### src/rtl/core/psf_pkg.sv
`timescale 1ns / 1ps
// ----------------------------------------------------------------------------
// psf_pkg
// Shared constants and types of the polygon scanline span fill block.
// ----------------------------------------------------------------------------
package psf_pkg;

    localparam int MAX_VERTICES_DEF = 16;
    localparam int COORD_BITS_DEF   = 12;
    localparam int FRAC_BITS_DEF    = 16;
    localparam int MAX_RESULTS      = 16;
    localparam int COLOR_BITS       = 24;
    localparam int CFG_IDX_BITS     = 2;

    typedef enum logic [1:0] {
        OP_CLEAR  = 2'd0,
        OP_APPEND = 2'd1,
        OP_ROW    = 2'd2,
        OP_NONE   = 2'd3
    } op_t;

    typedef enum logic [1:0] {
        CFG_INNER = 2'd0,
        CFG_FENCE = 2'd1,
        CFG_COLOR = 2'd2,
        CFG_NONE  = 2'd3
    } cfg_idx_t;

    typedef enum logic [3:0] {
        ST_IDLE,
        ST_START,
        ST_FIRST,
        ST_FETCH,
        ST_EDGE,
        ST_DIVGO,
        ST_DIV,
        ST_FIN,
        ST_INS,
        ST_EMIT,
        ST_EMB,
        ST_END,
        ST_OUT
    } state_t;

endpackage

### src/rtl/core/psf_ram.sv
`timescale 1ns / 1ps
// ----------------------------------------------------------------------------
// psf_ram
// Generic single write, single read RAM with registered read data.
// ----------------------------------------------------------------------------
module psf_ram #(
    parameter int WIDTH = 8,
    parameter int DEPTH = 16
) (
    input  logic                     aclk,
    input  logic                     we,
    input  logic [$clog2(DEPTH)-1:0] waddr,
    input  logic [WIDTH-1:0]         wdata,
    input  logic [$clog2(DEPTH)-1:0] raddr,
    output logic [WIDTH-1:0]         rdata
);
    logic [WIDTH-1:0] mem [DEPTH];

    always_ff @(posedge aclk) begin
        if (we) begin
            mem[waddr] <= wdata;
        end
        rdata <= mem[raddr];
    end
endmodule

### src/rtl/core/psf_div.sv
`timescale 1ns / 1ps
// ----------------------------------------------------------------------------
// psf_div
// Restoring serial divider, one quotient bit per cycle.
// ----------------------------------------------------------------------------
module psf_div #(
    parameter int NW = 42,
    parameter int DW = 13
) (
    input  logic          aclk,
    input  logic          aresetn,
    input  logic          start,
    input  logic [NW-1:0] dividend,
    input  logic [DW-1:0] divisor,
    output logic [NW-1:0] quo,
    output logic          rem_nz,
    output logic          done
);
    localparam int CW = $clog2(NW + 1);

    logic [DW:0]   rem_reg, rem_next;
    logic [NW-1:0] quo_reg;
    logic [DW-1:0] den_reg;
    logic [CW-1:0] cnt_reg;
    logic          busy_reg, done_reg;
    logic [DW+1:0] shifted, diff;

    // one shift-subtract step
    always_comb begin
        shifted = {rem_reg, quo_reg[NW-1]};
        diff    = shifted - {2'b00, den_reg};
        rem_next = diff[DW+1] ? shifted[DW:0] : diff[DW:0];
    end

    always_ff @(posedge aclk) begin
        if (!aresetn) begin
            busy_reg <= 1'b0;
            done_reg <= 1'b0;
        end else begin
            done_reg <= 1'b0;
            if (start) begin
                busy_reg <= 1'b1;
                cnt_reg  <= CW'(NW);
                rem_reg  <= '0;
                quo_reg  <= dividend;
                den_reg  <= divisor;
            end else if (busy_reg) begin
                rem_reg <= rem_next;
                quo_reg <= {quo_reg[NW-2:0], ~diff[DW+1]};
                cnt_reg <= cnt_reg - 1'b1;
                if (cnt_reg == CW'(1)) begin
                    busy_reg <= 1'b0;
                    done_reg <= 1'b1;
                end
            end
        end
    end

    assign quo    = quo_reg;
    assign rem_nz = |rem_reg;
    assign done   = done_reg;
endmodule

### src/rtl/core/polygon_scanline_span_fill.sv
`timescale 1ns / 1ps
// ----------------------------------------------------------------------------
// polygon_scanline_span_fill
// Even-odd scanline span generator over a stored polygon vertex list.
// ----------------------------------------------------------------------------
// Clear and append items are handled in the idle state. A row request walks
// the closed vertex list one edge at a time: fetch, then evaluate with the
// multiply, plus, for an edge that crosses the row, a divider start state, a
// serial divide, a state to form the intersection and an insertion sort with
// one shift per larger intersection already stored. Spans are then formed one
// per cycle in fence mode or in two states (EMIT, EMB) in fill mode, and each
// waits for its output transfer. All crossing edges share the single divider.
// The input is not ready while a row is in work.
module polygon_scanline_span_fill #(
    parameter int MAX_VERTICES = psf_pkg::MAX_VERTICES_DEF,
    parameter int COORD_BITS   = psf_pkg::COORD_BITS_DEF,
    parameter int FRAC_BITS    = psf_pkg::FRAC_BITS_DEF,
    parameter int IN_W  = ((2 + 3 * COORD_BITS + 7) / 8) * 8,
    parameter int OUT_W = ((3 * COORD_BITS + 28 + 7) / 8) * 8
) (
    input  logic                           aclk,
    input  logic                           aresetn,
    input  logic                           s_tvalid,
    output logic                           s_tready,
    // operation, vertex_x, vertex_y, row_y
    input  logic [IN_W-1:0]                s_tdata,
    output logic                           m_tvalid,
    input  logic                           m_tready,
    // span_valid, span_row, span_start, span_end, span_xor, span_color
    output logic [OUT_W-1:0]               m_tdata,
    output logic                           m_tlast,
    input  logic                           cfg_we,
    input  logic [psf_pkg::CFG_IDX_BITS-1:0] cfg_index,
    input  logic [psf_pkg::COLOR_BITS-1:0] cfg_data
);
    import psf_pkg::*;

    localparam int C   = COORD_BITS;
    localparam int F   = FRAC_BITS;
    localparam int VI  = $clog2(MAX_VERTICES);
    localparam int VC  = $clog2(MAX_VERTICES + 1);
    localparam int PW  = 2 * C + 2;
    localparam int NW  = PW + F;
    localparam int XW  = C + F + 2;
    localparam int EW  = C + 3;
    localparam int RC  = $clog2(MAX_RESULTS + 1);
    localparam int SPW = 3 * C + 28;

    // configuration registers
    logic                  inner_reg, fence_reg;
    logic [COLOR_BITS-1:0] color_reg;

    always_ff @(posedge aclk) begin
        if (!aresetn) begin
            inner_reg <= 1'b0;
            fence_reg <= 1'b0;
            color_reg <= '0;
        end else if (cfg_we) begin
            case (cfg_idx_t'(cfg_index))
                CFG_INNER: inner_reg <= cfg_data[0];
                CFG_FENCE: fence_reg <= cfg_data[0];
                CFG_COLOR: color_reg <= cfg_data;
                default:   ;
            endcase
        end
    end

    // input fields
    op_t                  in_op;
    logic signed [C-1:0]  in_vx, in_vy, in_row;
    assign in_op  = op_t'(s_tdata[1:0]);
    assign in_vx  = s_tdata[2 +: C];
    assign in_vy  = s_tdata[2 + C +: C];
    assign in_row = s_tdata[2 + 2 * C +: C];

    state_t state_reg, state_next, ret_reg, ret_next;
    logic   s_acc;
    assign s_tready = (state_reg == ST_IDLE);
    assign s_acc    = s_tvalid && s_tready;

    // vertex store
    logic [VC-1:0]        total_reg, total_next;
    logic signed [C-1:0]  left_reg, left_next;
    logic                 ram_we;
    logic [VI-1:0]        ram_raddr;
    logic [2*C-1:0]       ram_rdata;
    logic signed [C-1:0]  rd_x, rd_y;

    psf_ram #(.WIDTH(2 * C), .DEPTH(MAX_VERTICES)) u_vram (
        .aclk  (aclk),
        .we    (ram_we),
        .waddr (total_reg[VI-1:0]),
        .wdata ({in_vy, in_vx}),
        .raddr (ram_raddr),
        .rdata (ram_rdata)
    );
    assign rd_x = ram_rdata[C-1:0];
    assign rd_y = ram_rdata[2*C-1:C];

    // row work registers
    logic signed [C-1:0]  row_reg, row_next;
    logic signed [C-1:0]  px_reg, px_next, py_reg, py_next;
    logic signed [C-1:0]  x1_reg, x1_next;
    logic [VC-1:0]        ei_reg, ei_next;
    logic signed [PW-1:0] prod_reg, prod_next;
    logic                 dneg_reg, dneg_next;
    logic [C:0]           den_reg, den_next;
    logic [VC-1:0]        cnt_reg, cnt_next;
    logic [VC-1:0]        m_reg, m_next;
    logic signed [XW-1:0] v_reg, v_next;
    logic signed [XW-1:0] xs_reg [MAX_VERTICES];
    logic                 xs_we;
    logic [VI-1:0]        xs_waddr;
    logic signed [XW-1:0] xs_wdata;
    logic signed [EW-1:0] s_reg, s_next;
    logic [RC-1:0]        found_reg, found_next;
    logic                 pend_v_reg, pend_v_next;
    logic [SPW-1:0]       pend_reg, pend_next;
    logic [SPW-1:0]       out_reg, out_next;
    logic                 last_reg, last_next;

    // divider
    logic                 div_start, div_rnz, div_done;
    logic [NW-1:0]        div_quo;
    logic [PW-1:0]        prod_mag;
    logic                 qneg;

    assign prod_mag = prod_reg[PW-1] ? PW'(-prod_reg) : prod_reg;
    assign qneg     = (prod_reg != '0) && (prod_reg[PW-1] ^ dneg_reg);

    psf_div #(.NW(NW), .DW(C + 1)) u_div (
        .aclk     (aclk),
        .aresetn  (aresetn),
        .start    (div_start),
        .dividend ({prod_mag, {F{1'b0}}}),
        .divisor  (den_reg),
        .quo      (div_quo),
        .rem_nz   (div_rnz),
        .done     (div_done)
    );

    // edge evaluation terms
    logic signed [C:0]    dy, dyr, dxe, fence;
    logic                 hit;
    logic [VC-1:0]        ei_inc;
    logic signed [NW:0]   q_floor;
    logic signed [XW-1:0] x_int;
    logic signed [XW-1:0] xs_rd;
    logic signed [EW-1:0] e_flr, e_ceil, s_adj, e_adj;
    logic                 emit_hit;
    logic [SPW-1:0]       span_new;
    logic [VC-1:0]        fetch_idx;

    always_comb begin
        dy     = (C + 1)'(rd_y) - (C + 1)'(py_reg);
        dyr    = (C + 1)'(row_reg) - (C + 1)'(py_reg);
        dxe    = (C + 1)'(rd_x) - (C + 1)'(px_reg);
        hit    = (rd_y != py_reg) &&
                 (row_reg >= ((rd_y < py_reg) ? rd_y : py_reg)) &&
                 (row_reg <  ((rd_y < py_reg) ? py_reg : rd_y));
        ei_inc = ei_reg + 1'b1;
        fetch_idx = (ei_inc == total_reg) ? '0 : ei_inc;
        q_floor = qneg ? ((NW + 1)'(-$signed({1'b0, div_quo})) - (NW + 1)'(div_rnz))
                       : $signed({1'b0, div_quo});
        x_int  = (XW'(x1_reg) <<< F) + XW'(q_floor);
        xs_rd  = xs_reg[ei_reg[VI-1:0]];
        e_flr  = EW'(xs_rd >>> F);
        e_ceil = EW'((XW + 1)'(xs_rd) + (XW + 1)'((1 << F) - 1) >>> F);
        fence  = (C + 1)'(left_reg) - 1'b1;
    end

    // sequencer
    always_comb begin
        state_next  = state_reg;
        ret_next    = ret_reg;
        total_next  = total_reg;
        left_next   = left_reg;
        row_next    = row_reg;
        px_next     = px_reg;
        py_next     = py_reg;
        x1_next     = x1_reg;
        ei_next     = ei_reg;
        prod_next   = prod_reg;
        dneg_next   = dneg_reg;
        den_next    = den_reg;
        cnt_next    = cnt_reg;
        m_next      = m_reg;
        v_next      = v_reg;
        s_next      = s_reg;
        found_next  = found_reg;
        pend_v_next = pend_v_reg;
        pend_next   = pend_reg;
        out_next    = out_reg;
        last_next   = last_reg;
        ram_we      = 1'b0;
        ram_raddr   = '0;
        div_start   = 1'b0;
        xs_we       = 1'b0;
        xs_waddr    = m_reg[VI-1:0];
        xs_wdata    = v_reg;
        emit_hit    = 1'b0;
        s_adj       = s_reg;
        e_adj       = e_flr;
        span_new    = '0;

        case (state_reg)
            ST_IDLE: begin
                if (s_acc) begin
                    case (in_op)
                        OP_CLEAR: begin
                            total_next = '0;
                            left_next  = '0;
                        end
                        OP_APPEND: begin
                            if (total_reg < VC'(MAX_VERTICES)) begin
                                ram_we     = 1'b1;
                                total_next = total_reg + 1'b1;
                                if (total_reg == '0 || in_vx < left_reg) begin
                                    left_next = in_vx;
                                end
                            end
                        end
                        OP_ROW: begin
                            row_next    = in_row;
                            cnt_next    = '0;
                            ei_next     = '0;
                            found_next  = '0;
                            pend_v_next = 1'b0;
                            state_next  = (total_reg >= VC'(3)) ? ST_START : ST_END;
                        end
                        default: ;
                    endcase
                end
            end
            ST_START: begin
                ram_raddr  = '0;
                state_next = ST_FIRST;
            end
            ST_FIRST: begin
                px_next    = rd_x;
                py_next    = rd_y;
                state_next = ST_FETCH;
            end
            ST_FETCH: begin
                ram_raddr  = fetch_idx[VI-1:0];
                state_next = ST_EDGE;
            end
            ST_EDGE: begin
                px_next   = rd_x;
                py_next   = rd_y;
                x1_next   = px_reg;
                prod_next = PW'(dyr * dxe);
                dneg_next = dy[C];
                den_next  = dy[C] ? -dy : dy;
                if (hit) begin
                    state_next = ST_DIVGO;
                end else begin
                    ei_next    = ei_inc;
                    state_next = (ei_inc == total_reg) ? ST_EMIT : ST_FETCH;
                    if (ei_inc == total_reg) ei_next = '0;
                end
            end
            ST_DIVGO: begin
                div_start  = 1'b1;
                state_next = ST_DIV;
            end
            ST_DIV: begin
                if (div_done) state_next = ST_FIN;
            end
            ST_FIN: begin
                v_next     = x_int;
                m_next     = cnt_reg;
                state_next = ST_INS;
            end
            ST_INS: begin
                // insertion sort: one shift per cycle
                if (m_reg != '0 && xs_reg[VI'(m_reg - 1'b1)] > v_reg) begin
                    xs_we    = 1'b1;
                    xs_wdata = xs_reg[VI'(m_reg - 1'b1)];
                    m_next   = m_reg - 1'b1;
                end else begin
                    xs_we      = 1'b1;
                    cnt_next   = cnt_reg + 1'b1;
                    ei_next    = ei_inc;
                    state_next = (ei_inc == total_reg) ? ST_EMIT : ST_FETCH;
                    if (ei_inc == total_reg) ei_next = '0;
                end
            end
            ST_EMIT: begin
                if (found_reg == RC'(MAX_RESULTS) ||
                    (fence_reg ? (ei_reg >= cnt_reg) : (ei_inc >= cnt_reg))) begin
                    state_next = ST_END;
                end else if (fence_reg) begin
                    ei_next = ei_inc;
                    if (e_flr >= EW'(fence)) begin
                        emit_hit = 1'b1;
                        span_new = {~color_reg, 1'b1, (C + 1)'(e_flr), (C + 1)'(fence),
                                    row_reg, 1'b1};
                    end
                end else begin
                    s_next     = e_ceil;
                    ei_next    = ei_inc;
                    state_next = ST_EMB;
                end
            end
            ST_EMB: begin
                s_adj      = inner_reg ? s_reg + 1'b1 : s_reg;
                e_adj      = inner_reg ? e_flr - 1'b1 : e_flr;
                ei_next    = ei_inc;
                state_next = ST_EMIT;
                if (s_adj <= e_adj) begin
                    emit_hit = 1'b1;
                    span_new = {color_reg, 1'b0, (C + 1)'(e_adj), (C + 1)'(s_adj),
                                row_reg, 1'b1};
                end
            end
            ST_END: begin
                out_next   = pend_v_reg ? pend_reg : {{(SPW - C - 1){1'b0}}, row_reg, 1'b0};
                last_next  = 1'b1;
                ret_next   = ST_IDLE;
                state_next = ST_OUT;
            end
            ST_OUT: begin
                if (m_tready) state_next = ret_reg;
            end
            default: state_next = ST_IDLE;
        endcase

        // a new span pushes the held one out; the newest is held back for last
        if (emit_hit) begin
            found_next  = found_reg + 1'b1;
            pend_next   = span_new;
            pend_v_next = 1'b1;
            if (pend_v_reg) begin
                out_next   = pend_reg;
                last_next  = 1'b0;
                ret_next   = ST_EMIT;
                state_next = ST_OUT;
            end
        end
    end

    always_ff @(posedge aclk) begin
        if (!aresetn) begin
            state_reg  <= ST_IDLE;
            ret_reg    <= ST_IDLE;
            total_reg  <= '0;
            left_reg   <= '0;
            pend_v_reg <= 1'b0;
        end else begin
            state_reg  <= state_next;
            ret_reg    <= ret_next;
            total_reg  <= total_next;
            left_reg   <= left_next;
            pend_v_reg <= pend_v_next;
        end
    end

    // payload registers
    always_ff @(posedge aclk) begin
        row_reg   <= row_next;
        px_reg    <= px_next;
        py_reg    <= py_next;
        x1_reg    <= x1_next;
        ei_reg    <= ei_next;
        prod_reg  <= prod_next;
        dneg_reg  <= dneg_next;
        den_reg   <= den_next;
        cnt_reg   <= cnt_next;
        m_reg     <= m_next;
        v_reg     <= v_next;
        s_reg     <= s_next;
        found_reg <= found_next;
        pend_reg  <= pend_next;
        out_reg   <= out_next;
        last_reg  <= last_next;
        if (xs_we) begin
            xs_reg[xs_waddr] <= xs_wdata;
        end
    end

    assign m_tvalid = (state_reg == ST_OUT);
    assign m_tdata  = OUT_W'(out_reg);
    assign m_tlast  = last_reg;
endmodule
### config.mk
export PLATFORM = sky130hd
export DESIGN_NAME = polygon_scanline_span_fill
export DESIGN_NICKNAME = d
export VERILOG_FILES = /design/src/rtl/core/psf_pkg.sv /design/src/rtl/core/psf_ram.sv /design/src/rtl/core/psf_div.sv /design/src/rtl/core/polygon_scanline_span_fill.sv
export SDC_FILE = /design/constraint.sdc
export NUM_CORES = 2
export LEC_CHECK = 0
export BUFFER_PORTS_ARGS = -buffer_cell sky130_fd_sc_hd__buf_4
export CAP_MARGIN = 25
export CORE_AREA = 5 5 333 335
export DETAILED_ROUTE_END_ITERATION = 6
export DIE_AREA = 0 0 338 340
export PLACE_DENSITY = 0.79
export REMOVE_ABC_BUFFERS = 1
export SLEW_MARGIN = 20
export SYNTH_ARGS = -nofsm -noshare
export SYNTH_HDL_FRONTEND = slang
export SYNTH_SLANG_ARGS = --single-unit
### constraint.sdc
create_clock -name aclk -period 9.45 [get_ports aclk]
set_input_delay 0.4725 -clock aclk [delete_from_list [all_inputs] [get_ports aclk]]
set_output_delay 0.4725 -clock aclk [all_outputs]
set_load 0.02 [all_outputs]
==> flow_summary.toml <==
[synthesis]
synthMuxAreaShare_pct = 11.3
ys_types = 87
synth_top_family_by_area = "multiplexers"
synth-seq-cells = 1303
synth-xor-area-share_pct = 2.70
yosys_warnings = 0
synth_adder_area_share_pct = 10.3
ys_async_sr_fraction_pct = 0
synthSimpleGateAreaFrac_pct = 8.60
synth_compound_area_share_pct = 7.53
netlist_area_mm2 = 0.0671
synth_edf_count = 1156
syn_inst = 5029
ys_seq_area_share_pct = 56.2
syn_avg_cell_area_um2 = 13.3
ys.flop_type = "edfxtp_1"

[placement]
dp_worst_setup_slack_ns = 0.439
io_buffers = 135
post-dp-hpwl_um = 113000
place_congestion = 0.955

[sta]
finalCritPeriodShare_pct = 92.6
final-setup-viol-count = 0
finalSetupTns_ns = 0
rsz0062_at_grt = "false"
finalHoldViolations = 0
clock-skew-final_ns = 0.0353
max_clock_freq_mhz = 114
slew_headroom_pct = 22.3
whs_ns = 0.0707
finalCriticalPeriod_ns = 8.75
fin_ws_ns = 0.695
drv_slew = 0
worst_pin_slew_ns = 1.16

[clock_tree]
clkTransAtPathRegs_ns = 0.06
cts_buffer_depth = 3
clockRootBuffer = "clkbuf_16"
clock-sinks = 1303
cts.repair_timing.setup_buffer_count = 0
cts_tree = "built"
insertion_delay_ns = 0.77
cts_buffers = 136
h-tree-depth = 4

[setup_path]
reg2reg_depth = 31
required_ns = 9.94
cp_common_cell = "fa_1"
cp_slowest_cell = "fa_1"
cpPeakStageDelay_ns = 0.56
crit_path_end_kind = "flop"
cp_top_family = "adder cells"
crit_start = "row_reg[0]"
path_buf_inv = 5
crit_type = "reg -> reg"
worstPathMaxFanout = 6
cp-start-kind = "flop"
r2r_start = "row_reg[0]"
cp.depth = 31
cp.arrival_ns = 9.25

[drt]
dr.pass1.iters = 7
ant_nets = 0
viasPerCell = 6.46
drt_iter0_markers = 5017
routed_wl_um = 173000
routedWlPerCell_um = 25.6
num_vias = 43700
drc = 3

[cells_and_area]
nets = 5755
drive_gt1_share_pct = 15.3
largest_register_ffs = 480
area_growth_syn_to_layout_pct = 12.0
final_cell_mix = "edfxtp_1 (1,156), nand2_1 (405), inv_1 (355)"
final_common_cell = "edfxtp_1"
final_util_pct = 69.7

[global_routing]
globalRouteOverflowTotal = 0
grt_max_degree = 144
grt_pass1_wl_um = 261000
grtUsageTotal_pct = 30.0
first_global_vias = 43800
antenna_found_initial = 10

[die]
io_pins = 138
die_area_mm2 = 0.115
die_y_um = 340
die_x_um = 338
placementRows = 121
core_mm2 = 0.108
initial_core_util_pct = 62.2

[worst_hold_path]
whs_path_depth = 1
min_from = "s_tdata[11]"
worst_hold_path_type = "in -> reg"

[status]
outcome = "complete, but fails checks"
failed_checks = "DRC"

[flow_run]
maxCapViolations = 0
[repair_timing]
action | CTS | global route
hold buffers | 48 | 0
gates resized for setup | 0 | 2
endpoints found under the setup margin | 0 | 4
hold endpoints to repair | 211 | 0
[cell families (layout without fill, tap and decap cells)]
logic type               count (synthesis)  after routing
flip-flops                            1303           1303
other                                    0              4
buffers and inverters                  578            890
AO/OA/AOI/OAI                          812            812
XOR/XNOR                               205            205
adder cells (fa/ha/maj)                452            452
multiplexers                           469            469
AND/OR/NAND/NOR                       1210           1210
[synth_stat cells, types with 28 or more instances]
library cell,instances,share of area (%)
edfxtp_1,1156,52
nand2_1,406,2.3
inv_1,357,2.0
nor2_1,295,1.7
ha_1,285,5.3
o21ai_0,238,1.8
a21oi_1,236,1.8
mux4_2,228,7.7
mux2i_1,206,3.1
fa_1,167,5.0
clkbuf_1,159,0.89
dfxtp_1,147,4.4
xnor2_1,115,1.5
xor2_1,89,1.2
nand3_1,77,0.57
nor3_1,73,0.54
nor4_1,65,0.61
nor2b_1,56,0.52
a22o_1,55,0.72
nand2b_1,51,0.48
o22ai_1,45,0.42
a21o_1,44,0.49
or2_2,40,0.37
mux2_2,35,0.59
nand4_1,34,0.32
and3_1,32,0.30
buf_2,28,0.21
[area by class of cell]
cell class | count | area [µm²]
clock inverter | 72 | 778
inverter | 359 | 1350
multi-input combinational | 3148 | 27400
sequential | 1303 | 37700
tap | 1414 | 1770
clock buffer | 175 | 3710
fill | 7002 | 32700
antenna | 4 | 10.0
timing repair buffer | 284 | 2440
[through the flow]
step | area [µm²] | instances
after floorplan | 66100 | 4810
after global placement | 69800 | 6446
after detailed placement | 70000 | 6451
after CTS | 74900 | 6746
after global routing | 75100 | 6755
final | 75100 | 6759
[worst paths after layout]
check	end	slack (ns)
min	u_vram.mem[7][9]	0.07
max reg2reg	prod_reg[24]	0.70
min reg2reg	u_div.den_reg[5]	0.42
max	prod_reg[24]	0.70
[worst register-to-register path, delay by kind of cell, from the launching register on]
kind                       cells  cell delay, ns
AOI/OAI and AO/OA             11            2.83
xor gates and xnor gates       1            0.17
adders and majority gates      9            4.01
buffers and inverters          5            0.30
DFF                            1            0.37
and+or+nand+nor                5            0.83
[metal layers]
metal | vias up | global-route usage (%) | share of wire (%)
met1 | 21700 | 40.4 | 38
met2 | 2409 | 48.0 | 47
met5 | - | 0 | 0.053
li1 | 19200 | - | -
met4 | 12 | 10.6 | 3.8
met3 | 419 | 7.62 | 11
Power is left out: the tool's default activity adds up to more than one toggle a clock period on the data nets, which glitch-free logic cannot reach.
